$ cat config.mk
export PLATFORM = sky130hd
export DESIGN_NAME = prtw_fifo
export DESIGN_NICKNAME = d
export VERILOG_FILES = /design/src/rtl/prtw_fifo.sv
export SDC_FILE = /design/constraint.sdc
export NUM_CORES = 1
export LEC_CHECK = 0
export BUFFER_PORTS_ARGS = -buffer_cell sky130_fd_sc_hd__buf_2
export CAP_MARGIN = 10
export CORE_ASPECT_RATIO = 2
export CORE_UTILIZATION = 40
export CTS_BUF_LIST = sky130_fd_sc_hd__clkbuf_4
export CTS_CLUSTER_DIAMETER = 80
export CTS_CLUSTER_SIZE = 10
export DETAILED_ROUTE_END_ITERATION = 8
export HOLD_SLACK_MARGIN = 0.02
export PLACE_DENSITY_LB_ADDON = 0.05
export SKIP_LAST_GASP = 1
export SLEW_MARGIN = 25
export SYNTH_ARGS = -nofsm -noshare
export SYNTH_HDL_FRONTEND = slang
export SYNTH_SLANG_ARGS = --single-unit
$ cat constraint.sdc
create_clock -name clk_i -period 4.2 [get_ports clk_i]
set_clock_uncertainty 0.1 [all_clocks]
set_input_delay 0.63 -clock clk_i [delete_from_list [all_inputs] [get_ports clk_i]]
set_output_delay 0.63 -clock clk_i [all_outputs]
set_load 0.05 [all_outputs]
$ cat src/rtl/prtw_fifo.sv
// ----------------------------------------------------------------------------
// prtw_fifo
// Small register queue that decouples the front from the back.
// ----------------------------------------------------------------------------
`default_nettype none

module prtw_fifo #(
  parameter int unsigned WIDTH = 8,
  parameter int unsigned DEPTH = 4
) (
  input  wire logic             clk_i,
  input  wire logic             rst_ni,
  input  wire logic             push_i,
  input  wire logic [WIDTH-1:0] wdata_i,
  output logic                  full_o,
  input  wire logic             pop_i,
  output logic [WIDTH-1:0]      rdata_o,
  output logic                  empty_o
);

  localparam int unsigned PtrW = (DEPTH > 1) ? $clog2(DEPTH) : 1;
  localparam int unsigned CntW = $clog2(DEPTH + 1);

  logic [WIDTH-1:0] mem_q [DEPTH];
  logic [PtrW-1:0]  wr_ptr_q, wr_ptr_d, rd_ptr_q, rd_ptr_d;
  logic [CntW-1:0]  cnt_q, cnt_d;
  logic             do_push, do_pop;

  assign full_o  = (cnt_q == CntW'(DEPTH));
  assign empty_o = (cnt_q == '0);
  assign do_push = push_i && !full_o;
  assign do_pop  = pop_i && !empty_o;
  assign rdata_o = mem_q[rd_ptr_q];

  // Pointer and fill-count update.
  always_comb begin
    wr_ptr_d = wr_ptr_q;
    rd_ptr_d = rd_ptr_q;
    cnt_d    = cnt_q;
    if (do_push) begin
      wr_ptr_d = (wr_ptr_q == PtrW'(DEPTH - 1)) ? '0 : wr_ptr_q + 1'b1;
    end
    if (do_pop) begin
      rd_ptr_d = (rd_ptr_q == PtrW'(DEPTH - 1)) ? '0 : rd_ptr_q + 1'b1;
    end
    if (do_push && !do_pop) begin
      cnt_d = cnt_q + 1'b1;
    end else if (do_pop && !do_push) begin
      cnt_d = cnt_q - 1'b1;
    end
  end

  always_ff @(posedge clk_i or negedge rst_ni) begin
    if (!rst_ni) begin
      wr_ptr_q <= '0;
      rd_ptr_q <= '0;
      cnt_q    <= '0;
    end else begin
      wr_ptr_q <= wr_ptr_d;
      rd_ptr_q <= rd_ptr_d;
      cnt_q    <= cnt_d;
    end
  end

  // Storage.
  always_ff @(posedge clk_i) begin
    if (do_push) begin
      mem_q[wr_ptr_q] <= wdata_i;
    end
  end

endmodule

`default_nettype wire

==> impl_metrics.json <==
{
  "hold_path_class": "primary input to register",
  "insertion_delay_ns": 0.33,
  "clk_pin_slew_worst_paths_ns": 0.11,
  "place_hpwl_um": 1820,
  "met1_length_um": 945,
  "status": "complete, no violations",
  "placedInstanceArea_um2": 1770,
  "critPathSlowestCell": "dfrtp_1",
  "pre_cts_ws_ns": 1.88,
  "dr.pass1.iters": 2,
  "drt_iter0_markers": 6,
  "crit_type": "register to output port",
  "synth_nets": 98,
  "cpPeakStageDelay_ns": 0.74,
  "intPower_mw": 0.820,
  "final.setup.tns_ns": 0,
  "cts_buffers": 5,
  "reg2reg_depth": 8,
  "relSlewSlack_pct": 59.7,
  "drv_slew": 0,
  "grt_first_pass_wirelength_um": 4140,
  "layout-drive-gt1-share_pct": 45.3,
  "synthFlopType": "edfxtp_1",
  "path_buf_inv": 1,
  "grt_max_degree": 13,
  "die_y_um": 92.0,
  "portBuffers": 21,
  "path_cells": "mux4_2, buf_2",
  "syn_inst": 79,
  "avgRoutedWirePerCell_um": 16.0,
  "p_seq_share_pct": 44.8,
  "hold_violations": 0,
  "drtAntennaViolNets": 0,
  "rows": 32,
  "sw_frac_of_total_pct": 40.6,
  "cts_tree": "done",
  "grt_pass1_vias": 894,
  "fin_area_um2": 1830,
  "p_per_area_nw_per_um2": 752,
  "floorplan.initialDensity_pct": 41.7,
  "synth_edf_count": 32,
  "wl_met2_um": 1430,
  "overflow": 0,
  "netlist_top_cells_area": "edfxtp_1, mux4_2, dfrtp_1, ha_1, mux2_2",
  "drv_cap": 0,
  "end_kind": "output port",
  "r2r-end": "cnt_q[2]",
  "antenna_found_initial": 0,
  "postSynthAreaPerCell_um2": 20.5,
  "total_power_mw": 1.38,
  "core-area_um2": 3880,
  "arrival_ns": 1.89,
  "diodes": 0,
  "yosys_register_bits": 39,
  "area_growth_pct": 13.1,
  "period_minus_slack_ns": 2.62,
  "yosys-top-cells-count": "edfxtp_1, mux4_2, dfrtp_1",
  "top_layer_used": "met4",
  "grt_util_all_layers_pct": 14.2,
  "synth_warnings": 0,
  "r2r_slack_ns": 2.09,
  "rr_startpoint": "cnt_q[2]",
  "period_share_pct": 62.5,
  "crit_required_ns": 3.47,
  "vias": 772,
  "clock_path_buffers": 2,
  "die-area_um2": 4320,
  "placedCellCount": 148,
  "fmax_ghz": 0.381,
  "setup_ws_ns": 1.58,
  "fin_util_pct": 47.2,
  "rsz0062_at_grt": "no",
  "leakage_nw": 0.691,
  "cp_max_fo": 11,
  "worstHoldStart": "wdata_i[1]",
  "setup_viol": 0,
  "cts.htree.levels": 2,
  "drc": 0,
  "wl_met3_um": 70,
  "combPwrFrac_pct": 42.1,
  "synth.cell_area_um2": 1620,
  "clock-sinks": 39,
  "routed_wl_um": 2510,
  "fin_hold_ws_ns": 0.402,
  "ir_drop_uv": 394,
  "yosysTopAreaCell": "edfxtp_1",
  "gp_congestion": 0.625,
  "nets": 124,
  "cts_resized": 0,
  "async_reset_ff_share_pct": 17.9,
  "worstMarginPinSlew_ns": 0.605,
  "crit_family": "flip-flops",
  "hold_path_end": "mem_q[3][1]",
  "whs_path_depth": 1,
  "synth.top_cell.area_share_pct": 59.3,
  "worstSetupStartpointType": "register",
  "yosysMostFrequentCell": "edfxtp_1",
  "die_w_um": 47.0,
  "routed_via_density": 4.92,
  "design.portCount": 22,
  "synth_cell_type_count": 19,
  "clock_power_share_pct": 13.1,
  "power.switching_mw": 0.559,
  "cts-root-buf": "clkbuf_4",
  "final_cells": 157,
  "seq_area_frac_synth_pct": 70.1
}
## layer usage
metal	vias to the layer above	global-route usage, %
met4	0	7.86
met2	23	24.3
met5	-	0
li1	349	-
met1	394	15.0
met3	6	3.15
## cells by family after synthesis
group | after synthesis | synth area share, %
multiplexers | 13 | 15.1
buffers and inverters | 6 | 1.93
AND/OR/NAND/NOR | 11 | 5.41
XOR/XNOR | 3 | 1.62
flip-flops | 39 | 70.1
adder cells (fa/ha/maj) | 7 | 5.87
## power by group through the flow
stage	combinational, mW	sequential, mW	clock (mW)
detailed placement	0.589	0.634	0
global placement	0.580	0.626	0
CTS	0.591	0.625	0.186
finish	0.580	0.618	0.180
global route	0.630	0.638	0.203
floorplan	0.520	0.572	0
## area by class of cell
type	count	area, um^2
Inverter	3	11.3
Tap cell	51	63.8
Clock buffer	6	45.0
Fill cell	367	2050
Multi-Input combinational cell	34	453
Timing Repair Buffer	22	115
Clock inverter	2	8.76
Sequential cell	39	1140
## flip-flops by register name (all words and copies together) (netlist names)
register / flops
wr_ptr_q: 2
mem_q: 32
cnt_q: 3
rd_ptr_q: 2
## cells in the final DEF, fill, tap and decap left out, drive strengths merged
cell,count
clkbuf,6
mux2,5
inv,3
dlygate4sd3,1
dfrtp,7
nor2,3
buf,21
nand2b,1
fa,1
and2,4
xor2,2
nor3,1
clkinv,2
mux4,8
xnor2,1
edfxtp,32
nor2b,1
ha,6
nor3b,1
## repair_timing
action / 4_1_cts / 5_1_grt
hold endpoints to repair: 7 / 0
buffers inserted: 0 / 0
hold buffers: 1 / 0
## worst max-delay path by stage
stage	start	to	depth (start not counted)
CTS	rd_ptr_q[0]	rdata_o[3]	2
floorplan	cnt_q[0]	cnt_q[2]	8
global placement	rd_ptr_q[0]	rdata_o[0]	2
detailed placement	rd_ptr_q[0]	rdata_o[3]	2
finish	rd_ptr_q[0]	rdata_o[3]	2
global route	rd_ptr_q[0]	rdata_o[3]	2
Power figures use the tool's default switching activity.
