$ cat config.mk
export PLATFORM = sky130hd
export DESIGN_NAME = prtw_front
export DESIGN_NICKNAME = d
export VERILOG_FILES = /design/src/rtl/prtw_pkg.sv /design/src/rtl/prtw_front.sv
export SDC_FILE = /design/constraint.sdc
export NUM_CORES = 2
export LEC_CHECK = 0
export ABC_AREA = 0
export BUFFER_PORTS_ARGS = -buffer_cell sky130_fd_sc_hd__buf_2
export CORE_ASPECT_RATIO = 0.75
export CORE_MARGIN = 5
export CORE_UTILIZATION = 47
export DETAILED_ROUTE_END_ITERATION = 7
export PLACE_DENSITY = 0.71
export SETUP_SLACK_MARGIN = 0.02
export SYNTH_ARGS = -nofsm -noshare
export SYNTH_HDL_FRONTEND = slang
export SYNTH_SLANG_ARGS = --single-unit
$ cat constraint.sdc
create_clock -name clk_i -period 15.1 [get_ports clk_i]
set_clock_uncertainty 0.2 [all_clocks]
set_input_delay 0.755 -clock clk_i [delete_from_list [all_inputs] [get_ports clk_i]]
set_output_delay 0.755 -clock clk_i [all_outputs]
set_load 0.01 [all_outputs]
$ cat src/rtl/prtw_pkg.sv
// ----------------------------------------------------------------------------
// prtw_pkg
// Shared constants, codes and tables of the polyline resampler.
// ----------------------------------------------------------------------------
`default_nettype none

package prtw_pkg;

  // Defaults of the top-level parameters.
  localparam int unsigned MaxSamplesDef = 24;
  localparam int unsigned CoordWidthDef = 32;

  // Fixed field widths.
  localparam int unsigned SpacingW   = 24;
  localparam int unsigned WeightW    = 16;
  localparam int unsigned IdW        = 48;
  localparam int unsigned PortCoordW = 32;
  localparam int unsigned ZW         = 32;
  localparam int unsigned AngleW     = 18;

  // Register reset values.
  localparam logic [SpacingW-1:0] SpacingReset = 24'd256;
  localparam logic [WeightW-1:0]  WeightReset  = 16'd256;

  // Configuration register indexes.
  typedef enum logic {
    CFG_SPACING = 1'b0,
    CFG_WEIGHT  = 1'b1
  } cfg_reg_e;

  // Kinds of work handed from the front to the back.
  typedef enum logic {
    JOB_SEG   = 1'b0,
    JOB_POINT = 1'b1
  } job_kind_e;

  // Angle constants.
  localparam int unsigned     CordicSteps = 17;
  localparam logic [AngleW-1:0] PiQ16     = 18'd205887;

  // Depth of the job queue between front and back.
  localparam int unsigned JobFifoDepth = 4;

  // Width of one packed job for a given coordinate width.
  function automatic int unsigned job_w(input int unsigned cw);
    return 4 * cw + IdW + 2 * ZW + 3;
  endfunction

  // Arctangent table in Q16.16, one entry per CORDIC step.
  function automatic logic [16:0] atan_q16(input logic [4:0] idx);
    logic [16:0] v;
    case (idx)
      5'd0:    v = 17'd51472;
      5'd1:    v = 17'd30386;
      5'd2:    v = 17'd16055;
      5'd3:    v = 17'd8150;
      5'd4:    v = 17'd4091;
      5'd5:    v = 17'd2047;
      5'd6:    v = 17'd1024;
      5'd7:    v = 17'd512;
      5'd8:    v = 17'd256;
      5'd9:    v = 17'd128;
      5'd10:   v = 17'd64;
      5'd11:   v = 17'd32;
      5'd12:   v = 17'd16;
      5'd13:   v = 17'd8;
      5'd14:   v = 17'd4;
      5'd15:   v = 17'd2;
      5'd16:   v = 17'd1;
      default: v = 17'd0;
    endcase
    return v;
  endfunction

endpackage

`default_nettype wire

$ cat src/rtl/prtw_front.sv
// ----------------------------------------------------------------------------
// prtw_front
// Takes vertices, keeps the previous two, computes the weighted turn angle
// with a sequential CORDIC and queues segment and end-point jobs.
// ----------------------------------------------------------------------------
`default_nettype none

module prtw_front #(
  parameter int unsigned COORD_WIDTH = prtw_pkg::CoordWidthDef,
  parameter int unsigned JOB_W       = prtw_pkg::job_w(prtw_pkg::CoordWidthDef)
) (
  input  wire logic                                clk_i,
  input  wire logic                                rst_ni,
  input  wire logic                                push_i,
  output logic                                     full_o,
  input  wire logic signed [prtw_pkg::PortCoordW-1:0] vertex_x_i,
  input  wire logic signed [prtw_pkg::PortCoordW-1:0] vertex_y_i,
  input  wire logic [prtw_pkg::IdW-1:0]            vertex_id_i,
  input  wire logic                                last_vertex_i,
  input  wire logic [prtw_pkg::WeightW-1:0]        weight_i,
  output logic [JOB_W-1:0]                         job_o,
  output logic                                     job_push_o,
  input  wire logic                                job_full_i
);

  localparam int unsigned CW = COORD_WIDTH;
  localparam int unsigned DW = COORD_WIDTH + 1;
  localparam int unsigned IdW = prtw_pkg::IdW;
  localparam int unsigned ZW = prtw_pkg::ZW;

  typedef enum logic [3:0] {
    ST_IDLE, ST_SHRINK, ST_MUL, ST_PREP, ST_NORM, ST_CORDIC,
    ST_FIN, ST_SCALE, ST_PUSH_A, ST_PUSH_B, ST_PUSH_C
  } state_e;

  state_e state_q, state_d;
  logic [1:0] seen_q, seen_d;

  // Vertex history and the vertex at work.
  logic signed [CW-1:0] older_x_q, older_y_q, newer_x_q, newer_y_q, cur_x_q, cur_y_q;
  logic [IdW-1:0]       older_id_q, newer_id_q, cur_id_q;
  logic [ZW-1:0]        older_z_q, zn_q;
  logic                 cur_last_q;

  // Angle datapath.
  logic [DW-1:0]        uxm_q, uym_q, vxm_q, vym_q;
  logic                 uxn_q, uyn_q, vxn_q, vyn_q;
  logic [1:0]           step_q;
  logic signed [33:0]   dot_q, cr_q;
  logic [40:0]          ax_q, ay_q;
  logic signed [43:0]   cx_q, cy_q;
  logic signed [18:0]   ang_q;
  logic [4:0]           it_q;
  logic                 dot_neg_q;
  logic [prtw_pkg::AngleW-1:0] angr_q;

  // Input coordinates taken at the configured width.
  logic signed [CW-1:0] x_in, y_in;
  assign x_in = CW'($unsigned(vertex_x_i));
  assign y_in = CW'($unsigned(vertex_y_i));

  logic accept;
  assign accept = push_i && (state_q == ST_IDLE);
  assign full_o = (state_q != ST_IDLE);

  // Incoming and outgoing segment vectors.
  logic signed [DW-1:0] ux, uy, vx, vy;
  logic                 zero_vec;
  assign ux = DW'(newer_x_q) - DW'(older_x_q);
  assign uy = DW'(newer_y_q) - DW'(older_y_q);
  assign vx = DW'(x_in) - DW'(newer_x_q);
  assign vy = DW'(y_in) - DW'(newer_y_q);
  assign zero_vec = (ux == '0 && uy == '0) || (vx == '0 && vy == '0);

  function automatic logic [DW-1:0] mag(input logic signed [DW-1:0] v);
    return v[DW-1] ? DW'(-v) : DW'(v);
  endfunction

  // Shrink test: a vector is scaled down until both parts fit in 15 bits.
  logic big_u, big_v;
  assign big_u = ((uxm_q >> 15) != '0) || ((uym_q >> 15) != '0);
  assign big_v = ((vxm_q >> 15) != '0) || ((vym_q >> 15) != '0);

  function automatic logic signed [15:0] small_op(input logic [DW-1:0] m, input logic n);
    logic signed [15:0] p;
    p = $signed({1'b0, 15'(m)});
    return n ? -p : p;
  endfunction

  // One shared multiplier for the four dot and cross products.
  logic signed [15:0] op_a, op_b;
  logic signed [31:0] prod;
  always_comb begin
    case (step_q)
      2'd0: begin
        op_a = small_op(uxm_q, uxn_q);
        op_b = small_op(vxm_q, vxn_q);
      end
      2'd1: begin
        op_a = small_op(uym_q, uyn_q);
        op_b = small_op(vym_q, vyn_q);
      end
      2'd2: begin
        op_a = small_op(uxm_q, uxn_q);
        op_b = small_op(vym_q, vyn_q);
      end
      default: begin
        op_a = small_op(uym_q, uyn_q);
        op_b = small_op(vxm_q, vxn_q);
      end
    endcase
  end
  assign prod = op_a * op_b;

  // CORDIC step terms.
  logic signed [43:0]  sx, sy;
  logic signed [18:0]  atan_s;
  assign sx     = cx_q >>> it_q;
  assign sy     = cy_q >>> it_q;
  assign atan_s = $signed({2'b00, prtw_pkg::atan_q16(it_q)});

  // Clamp of the angle to 0..pi; the reversal for an obtuse turn is applied in ST_FIN.
  logic [prtw_pkg::AngleW-1:0] ang_cl;
  always_comb begin
    if (ang_q < 0) begin
      ang_cl = '0;
    end else if (ang_q > $signed({1'b0, prtw_pkg::PiQ16})) begin
      ang_cl = prtw_pkg::PiQ16;
    end else begin
      ang_cl = ang_q[prtw_pkg::AngleW-1:0];
    end
  end

  logic [33:0] wprod;
  assign wprod = 34'(angr_q) * 34'(weight_i);

  // Control state.
  always_comb begin
    state_d = state_q;
    seen_d  = seen_q;
    case (state_q)
      ST_IDLE: begin
        if (push_i) begin
          case (seen_q)
            2'd0:    seen_d = last_vertex_i ? 2'd0 : 2'd1;
            2'd1:    seen_d = last_vertex_i ? 2'd0 : 2'd2;
            default: state_d = zero_vec ? ST_FIN : ST_SHRINK;
          endcase
        end
      end
      ST_SHRINK: if (!big_u && !big_v) state_d = ST_MUL;
      ST_MUL:    if (step_q == 2'd3) state_d = ST_PREP;
      ST_PREP:   state_d = (cr_q == '0) ? ST_FIN : ST_NORM;
      ST_NORM:   if (ax_q[40] || ay_q[40]) state_d = ST_CORDIC;
      ST_CORDIC: if (it_q == 5'(prtw_pkg::CordicSteps - 1)) state_d = ST_FIN;
      ST_FIN:    state_d = ST_SCALE;
      ST_SCALE:  state_d = ST_PUSH_A;
      ST_PUSH_A: begin
        if (!job_full_i) begin
          if (cur_last_q) begin
            state_d = ST_PUSH_B;
          end else begin
            state_d = ST_IDLE;
            seen_d  = 2'd2;
          end
        end
      end
      ST_PUSH_B: if (!job_full_i) state_d = ST_PUSH_C;
      ST_PUSH_C: begin
        if (!job_full_i) begin
          state_d = ST_IDLE;
          seen_d  = 2'd0;
        end
      end
      default: state_d = ST_IDLE;
    endcase
  end

  always_ff @(posedge clk_i or negedge rst_ni) begin
    if (!rst_ni) begin
      state_q <= ST_IDLE;
      seen_q  <= 2'd0;
    end else begin
      state_q <= state_d;
      seen_q  <= seen_d;
    end
  end

  // Datapath registers.
  always_ff @(posedge clk_i) begin
    case (state_q)
      ST_IDLE: begin
        if (accept) begin
          case (seen_q)
            2'd0: begin
              older_x_q  <= x_in;
              older_y_q  <= y_in;
              older_id_q <= vertex_id_i;
              older_z_q  <= '0;
            end
            2'd1: begin
              newer_x_q  <= x_in;
              newer_y_q  <= y_in;
              newer_id_q <= vertex_id_i;
            end
            default: begin
              cur_x_q    <= x_in;
              cur_y_q    <= y_in;
              cur_id_q   <= vertex_id_i;
              cur_last_q <= last_vertex_i;
              uxm_q <= mag(ux);
              uym_q <= mag(uy);
              vxm_q <= mag(vx);
              vym_q <= mag(vy);
              uxn_q <= ux[DW-1];
              uyn_q <= uy[DW-1];
              vxn_q <= vx[DW-1];
              vyn_q <= vy[DW-1];
              ang_q     <= '0;
              dot_neg_q <= 1'b0;
            end
          endcase
        end
      end
      ST_SHRINK: begin
        if (big_u) begin
          uxm_q <= uxm_q >> 1;
          uym_q <= uym_q >> 1;
        end
        if (big_v) begin
          vxm_q <= vxm_q >> 1;
          vym_q <= vym_q >> 1;
        end
        step_q <= 2'd0;
      end
      ST_MUL: begin
        case (step_q)
          2'd0:    dot_q <= 34'(prod);
          2'd1:    dot_q <= dot_q + 34'(prod);
          2'd2:    cr_q  <= 34'(prod);
          default: cr_q  <= cr_q - 34'(prod);
        endcase
        step_q <= step_q + 2'd1;
      end
      ST_PREP: begin
        ax_q      <= dot_q[33] ? 41'(-dot_q) : 41'(dot_q);
        ay_q      <= cr_q[33] ? 41'(-cr_q) : 41'(cr_q);
        dot_neg_q <= dot_q[33];
        ang_q     <= '0;
      end
      ST_NORM: begin
        if (!ax_q[40] && !ay_q[40]) begin
          ax_q <= ax_q << 1;
          ay_q <= ay_q << 1;
        end else begin
          cx_q  <= $signed(44'(ax_q));
          cy_q  <= $signed(44'(ay_q));
          it_q  <= '0;
          ang_q <= '0;
        end
      end
      ST_CORDIC: begin
        if (!cy_q[43]) begin
          cx_q  <= cx_q + sy;
          cy_q  <= cy_q - sx;
          ang_q <= ang_q + atan_s;
        end else begin
          cx_q  <= cx_q - sy;
          cy_q  <= cy_q + sx;
          ang_q <= ang_q - atan_s;
        end
        it_q <= it_q + 5'd1;
      end
      ST_FIN: begin
        angr_q <= dot_neg_q ? (prtw_pkg::PiQ16 - ang_cl) : ang_cl;
      end
      ST_SCALE: begin
        zn_q <= ZW'(wprod[33:8]);
      end
      ST_PUSH_A: begin
        if (!job_full_i && !cur_last_q) begin
          older_x_q  <= newer_x_q;
          older_y_q  <= newer_y_q;
          older_id_q <= newer_id_q;
          older_z_q  <= zn_q;
          newer_x_q  <= cur_x_q;
          newer_y_q  <= cur_y_q;
          newer_id_q <= cur_id_q;
        end
      end
      default: begin
      end
    endcase
  end

  // Job packing: {kind, eop, lor, z1, z0, id, y1, x1, y0, x0}.
  always_comb begin
    job_push_o = 1'b0;
    job_o      = {prtw_pkg::JOB_SEG, 1'b0, !cur_last_q, zn_q, older_z_q, newer_id_q,
                  newer_y_q, newer_x_q, older_y_q, older_x_q};
    case (state_q)
      ST_PUSH_A: job_push_o = !job_full_i;
      ST_PUSH_B: begin
        job_push_o = !job_full_i;
        job_o = {prtw_pkg::JOB_SEG, 1'b0, 1'b0, ZW'(0), zn_q, cur_id_q,
                 cur_y_q, cur_x_q, newer_y_q, newer_x_q};
      end
      ST_PUSH_C: begin
        job_push_o = !job_full_i;
        job_o = {prtw_pkg::JOB_POINT, 1'b1, 1'b1, ZW'(0), ZW'(0), cur_id_q,
                 cur_y_q, cur_x_q, cur_y_q, cur_x_q};
      end
      default: begin
      end
    endcase
  end

endmodule

`default_nettype wire

==> impl_table.tex <==
\begin{tabular}{lr}
\hline
Metric & Value \\
\hline
\multicolumn{2}{l}{\textbf{Die}} \\
\quad Overall die area & 178000 um\^{}2 \\
\quad Die Span X & 486 um \\
\quad Starting Density & 47.1\% \\
\quad Number of top-level pins & 378 \\
\quad DIE HEIGHT & 367 um \\
\quad Placeable core area & 169000 um\^{}2 \\
\quad Number of core rows & 131 \\
\multicolumn{2}{l}{\textbf{Global routing}} \\
\quad GRT overflow & 0 \\
\quad Antenna violations before repair & 17 \\
\quad Overall routing resource usage & 26.0\% \\
\quad First-pass GRT wire length & 372000 um \\
\quad Number of global-route vias before repair & 64600 \\
\quad Largest net degree at the start of global routing & 140 \\
\multicolumn{2}{l}{\textbf{Route}} \\
\quad Routed met1 length & 105000 um \\
\quad Mean number of vias per cell & 5.88 \\
\quad Detailed route wirelength on metal3 & 22500 um \\
\quad Detailed-route DRC error count & 0 \\
\quad Vias after detailed routing & 66500 \\
\quad Post-route ant nets & 0 \\
\quad DR pass1 iterations & 6 \\
\quad Aggregate routed wire length & 238000 um \\
\quad Wirelength per Cell & 21.0 um \\
\quad Initial DRC count & 7097 \\
\quad Met2 layer wire length in the routed design & 104000 um \\
\quad Top metal layer carrying routed signals & met5 \\
\multicolumn{2}{l}{\textbf{Clock network}} \\
\quad CTS tree & yes \\
\quad H-tree depth & 3 \\
\quad Worst skew pair latency & 0.74 ns \\
\quad Buffers from clock root to sink, at most & 3 \\
\quad Number of sinks on the clock net & 782 \\
\quad Root cell of the clock tree & clkbuf\_16 \\
\quad Clock buffers created by TritonCTS & 91 \\
\quad CTS-repair resized insts & 0 \\
\quad Clock-pin transition on the worst setup and hold timing paths & 0.06 ns \\
\multicolumn{2}{l}{\textbf{Timing}} \\
\quad Setup repair after global routing missed its margin & false \\
\quad Number of hold violations in the final report & 0 \\
\quad Part of the cycle the worst path needs & 81.5\% \\
\quad Max-slew violation count & 0 \\
\quad Maximum clock frequency & 81.2 MHz \\
\quad Slew headroom & 12.1\% \\
\quad Worst Max-Slew Pin Slew & 1.31 ns \\
\quad Final sum of negative setup slack & 0 ns \\
\quad Final hold slack & 0.0577 ns \\
\quad Final setup violation count & 0 \\
\quad Final Critical Period & 12.31 ns \\
\multicolumn{2}{l}{\textbf{Critical path}} \\
\quad CP Data Required Time & 15.35 ns \\
\quad Buffers \& Inverters on Critical Path & 3 \\
\quad Critical path depth in cells & 41 \\
\quad Critical Path Sink Type & flop \\
\quad Category of the worst setup path launch point & flop \\
\quad Critical setup path kind & reg -> reg \\
\quad Slowest cell on the critical path & mux2i\_1 \\
\quad Arrival time of the worst setup path & 12.56 ns \\
\quad Crit-path leading delay family & adder cells \\
\quad Critical-path maximum fanout & 9 \\
\quad Register-to-Register Path Depth & 41 \\
\quad Top cell by count, worst path & fa\_1 \\
\quad Slowest Stage Delay on Critical Path & 0.83 ns \\
\multicolumn{2}{l}{\textbf{Synthesis}} \\
\quad Post-synth EDFFs & 760 \\
\quad Cells after Synth & 8757 \\
\quad Average cell area after synthesis & 9.11 um\^{}2 \\
\quad Leading post-synthesis cells by instance count & 1254 x nand2\_1, 890 x inv\_1, 760 x edfxtp\_1, 683 x nor2\_1, 556 x o21ai\_0 \\
\quad Portion of the post-synthesis area used by sequential elements & 29.2\% \\
\quad Leading cell type by number of instances after synthesis & nand2\_1 \\
\quad Most area-consuming cells after synthesis & edfxtp\_1 29\%, fa\_1 12\%, ha\_1 7.9\%, nand2\_1 5.9\%, inv\_1 4.2\% \\
\quad Library cell with the largest summed area after synthesis & edfxtp\_1 \\
\quad Number of warnings printed during yosys synthesis & 0 \\
\quad Top\_reg\_cell synth & edfxtp\_1 \\
\quad Distinct cell type count of the synthesized netlist & 114 \\
\quad Flops \& latches, synth & 782 \\
\quad Share of flip-flops with an asynchronous set or reset & 0.767\% \\
\quad Top-area cell type share of the netlist area & 28.6\% \\
\quad Combined area of all synthesized cells & 79800 um\^{}2 \\
\multicolumn{2}{l}{\textbf{Placement}} \\
\quad Weighted congestion reported at the end of routability-driven placement & 0.967 \\
\quad HPWL Detailed & 180000 um \\
\quad Number of buffers inserted by port buffering & 365 \\
\quad Placed cell count & 11100 \\
\multicolumn{2}{l}{\textbf{Final layout}} \\
\quad Core Util, Final & 51.5\% \\
\quad Number of nets at the end of the flow & 10100 \\
\quad Share of layout cells above drive strength 1 & 9.90\% \\
\quad Number of filler cells placed in the layout & 15500 \\
\quad Area taken by flip-flops and latches & 23300 um\^{}2 \\
\quad Final std cells w/o fill & 11300 \\
\quad Multi-input combinational cell area & 51500 um\^{}2 \\
\quad Synthesis-to-finish area growth & 9.37\% \\
\multicolumn{2}{l}{\textbf{Outcome}} \\
\quad Status & completed \\
\multicolumn{2}{l}{\textbf{Hold path}} \\
\quad Worst Hold Class & in -> reg \\
\quad Cell depth of the worst hold path & 1 \\
\multicolumn{2}{l}{\textbf{Flow run}} \\
\quad Max Cap Violations & 0 \\
\hline
\end{tabular}
==> kinds of logic after synthesis <==
group / Yosys count / share of synthesized area (%)
adders and majority gates: 998 / 20.3
buffers and inverters: 1291 / 6.57
other: 1 / 0.00470
AOI/OAI and AO/OA: 1852 / 14.5
DFF: 782 / 29.2
muxes: 333 / 6.11
and+or+nand+nor: 2862 / 16.3
xor gates and xnor gates: 638 / 7.00
==> sequential cells by signal, indices dropped and copies added, names as in the netlist, 5 cells and up <==
name / flops
vym_q: 33
it_q: 5
older_y_q: 32
ang_q: 19
dot_q: 34
cur_id_q: 48
newer_y_q: 32
cy_q: 44
older_x_q: 32
atan_s: 16
uxm_q: 33
ay_q: 41
older_z_q: 26
angr_q: 18
newer_id_q: 48
newer_x_q: 32
cr_q: 34
cx_q: 44
cur_x_q: 32
zn_q: 26
ax_q: 41
vxm_q: 33
cur_y_q: 32
uym_q: 33
==> cell usage in the layout (no fill, tap or decap), types with 21 or more instances in the layout <==
cell type	count
nand2_1	1250
edfxtp_1	760
clkbuf_16	92
mux2_2	155
xor2_1	302
a21o_1	131
inv_1	889
nor2_1	674
fa_1	493
and3_1	76
nor3_1	174
a21boi_0	23
o21ai_0	556
a211oi_1	47
a22o_1	29
mux4_2	53
or4_1	21
o21a_1	70
o31ai_1	55
xnor2_1	336
ha_1	502
and2_1	179
nand4_1	34
a31oi_1	73
nand2b_1	80
nor2b_1	62
mux4_1	41
o21ai_1	23
buf_2	365
buf_4	74
or2_2	21
a21oi_1	491
o21bai_1	50
or3_1	59
o211ai_1	32
dlygate4sd3_1	74
a221o_1	67
nor4_1	44
nand3_1	92
mux2i_1	82
==> metrics by stage <==
stage / worst slack [ns] / instance area, um^2
floorplan: 4.23 / 79800
global placement: 3.24 / 83400
detailed placement: 2.88 / 83400
CTS: 2.86 / 87200
global route: 2.10 / 87200
finish: 2.79 / 87300
==> worst reg2reg max path: cells and delay by family, from the launching register on <==
family                   cells  cell delay, ns
adder cells (fa/ha/maj)      8            3.80
AO/OA/AOI/OAI               15            3.66
AND/OR/NAND/NOR             10            2.23
multiplexers                 1            0.83
XOR/XNOR                     4            0.72
flip-flops                   1            0.44
buffers and inverters        3            0.14
==> layer usage <==
metal,GRT usage [%],vias to the layer above
met5,0,-
met4,6.75,4
met3,4.98,344
met2,39.9,2935
met1,37.9,32400
li1,-,30900
==> final timing paths <==
kind	slack [ns]	end	from
worst max-delay path	2.79	cr_q[31]	uym_q[3]
worst min-delay path	0.06	cur_y_q[30]	vertex_y_i[30]
worst max register to register	2.79	cr_q[31]	uym_q[3]
worst min register to register	0.33	newer_id_q[24]	cur_id_q[24]
max in group asynchronous	14.20	seen_q[1]	rst_ni
min in group asynchronous	0.32	state_q[1]	rst_ni
==> final cells by class <==
type / count / share of cell area, %
multi-input cells: 6695 / 59.0
well taps: 2261 / 3.24
clock buffers: 108 / 2.73
flip-flops and latches: 782 / 26.7
repair buffers: 514 / 3.60
inverters: 896 / 3.86
diodes: 6 / 0.0172
clock inverters: 59 / 0.869
==> what timing repair did <==
item	CTS	global route
hold buffers	74	0
setup buffers	0	0
endpoints found under the hold margin	79	0
endpoints found under the setup margin	0	0
Power is left out: the tool's default activity adds up to more than one toggle a clock period on the data nets, which glitch-free logic cannot reach.
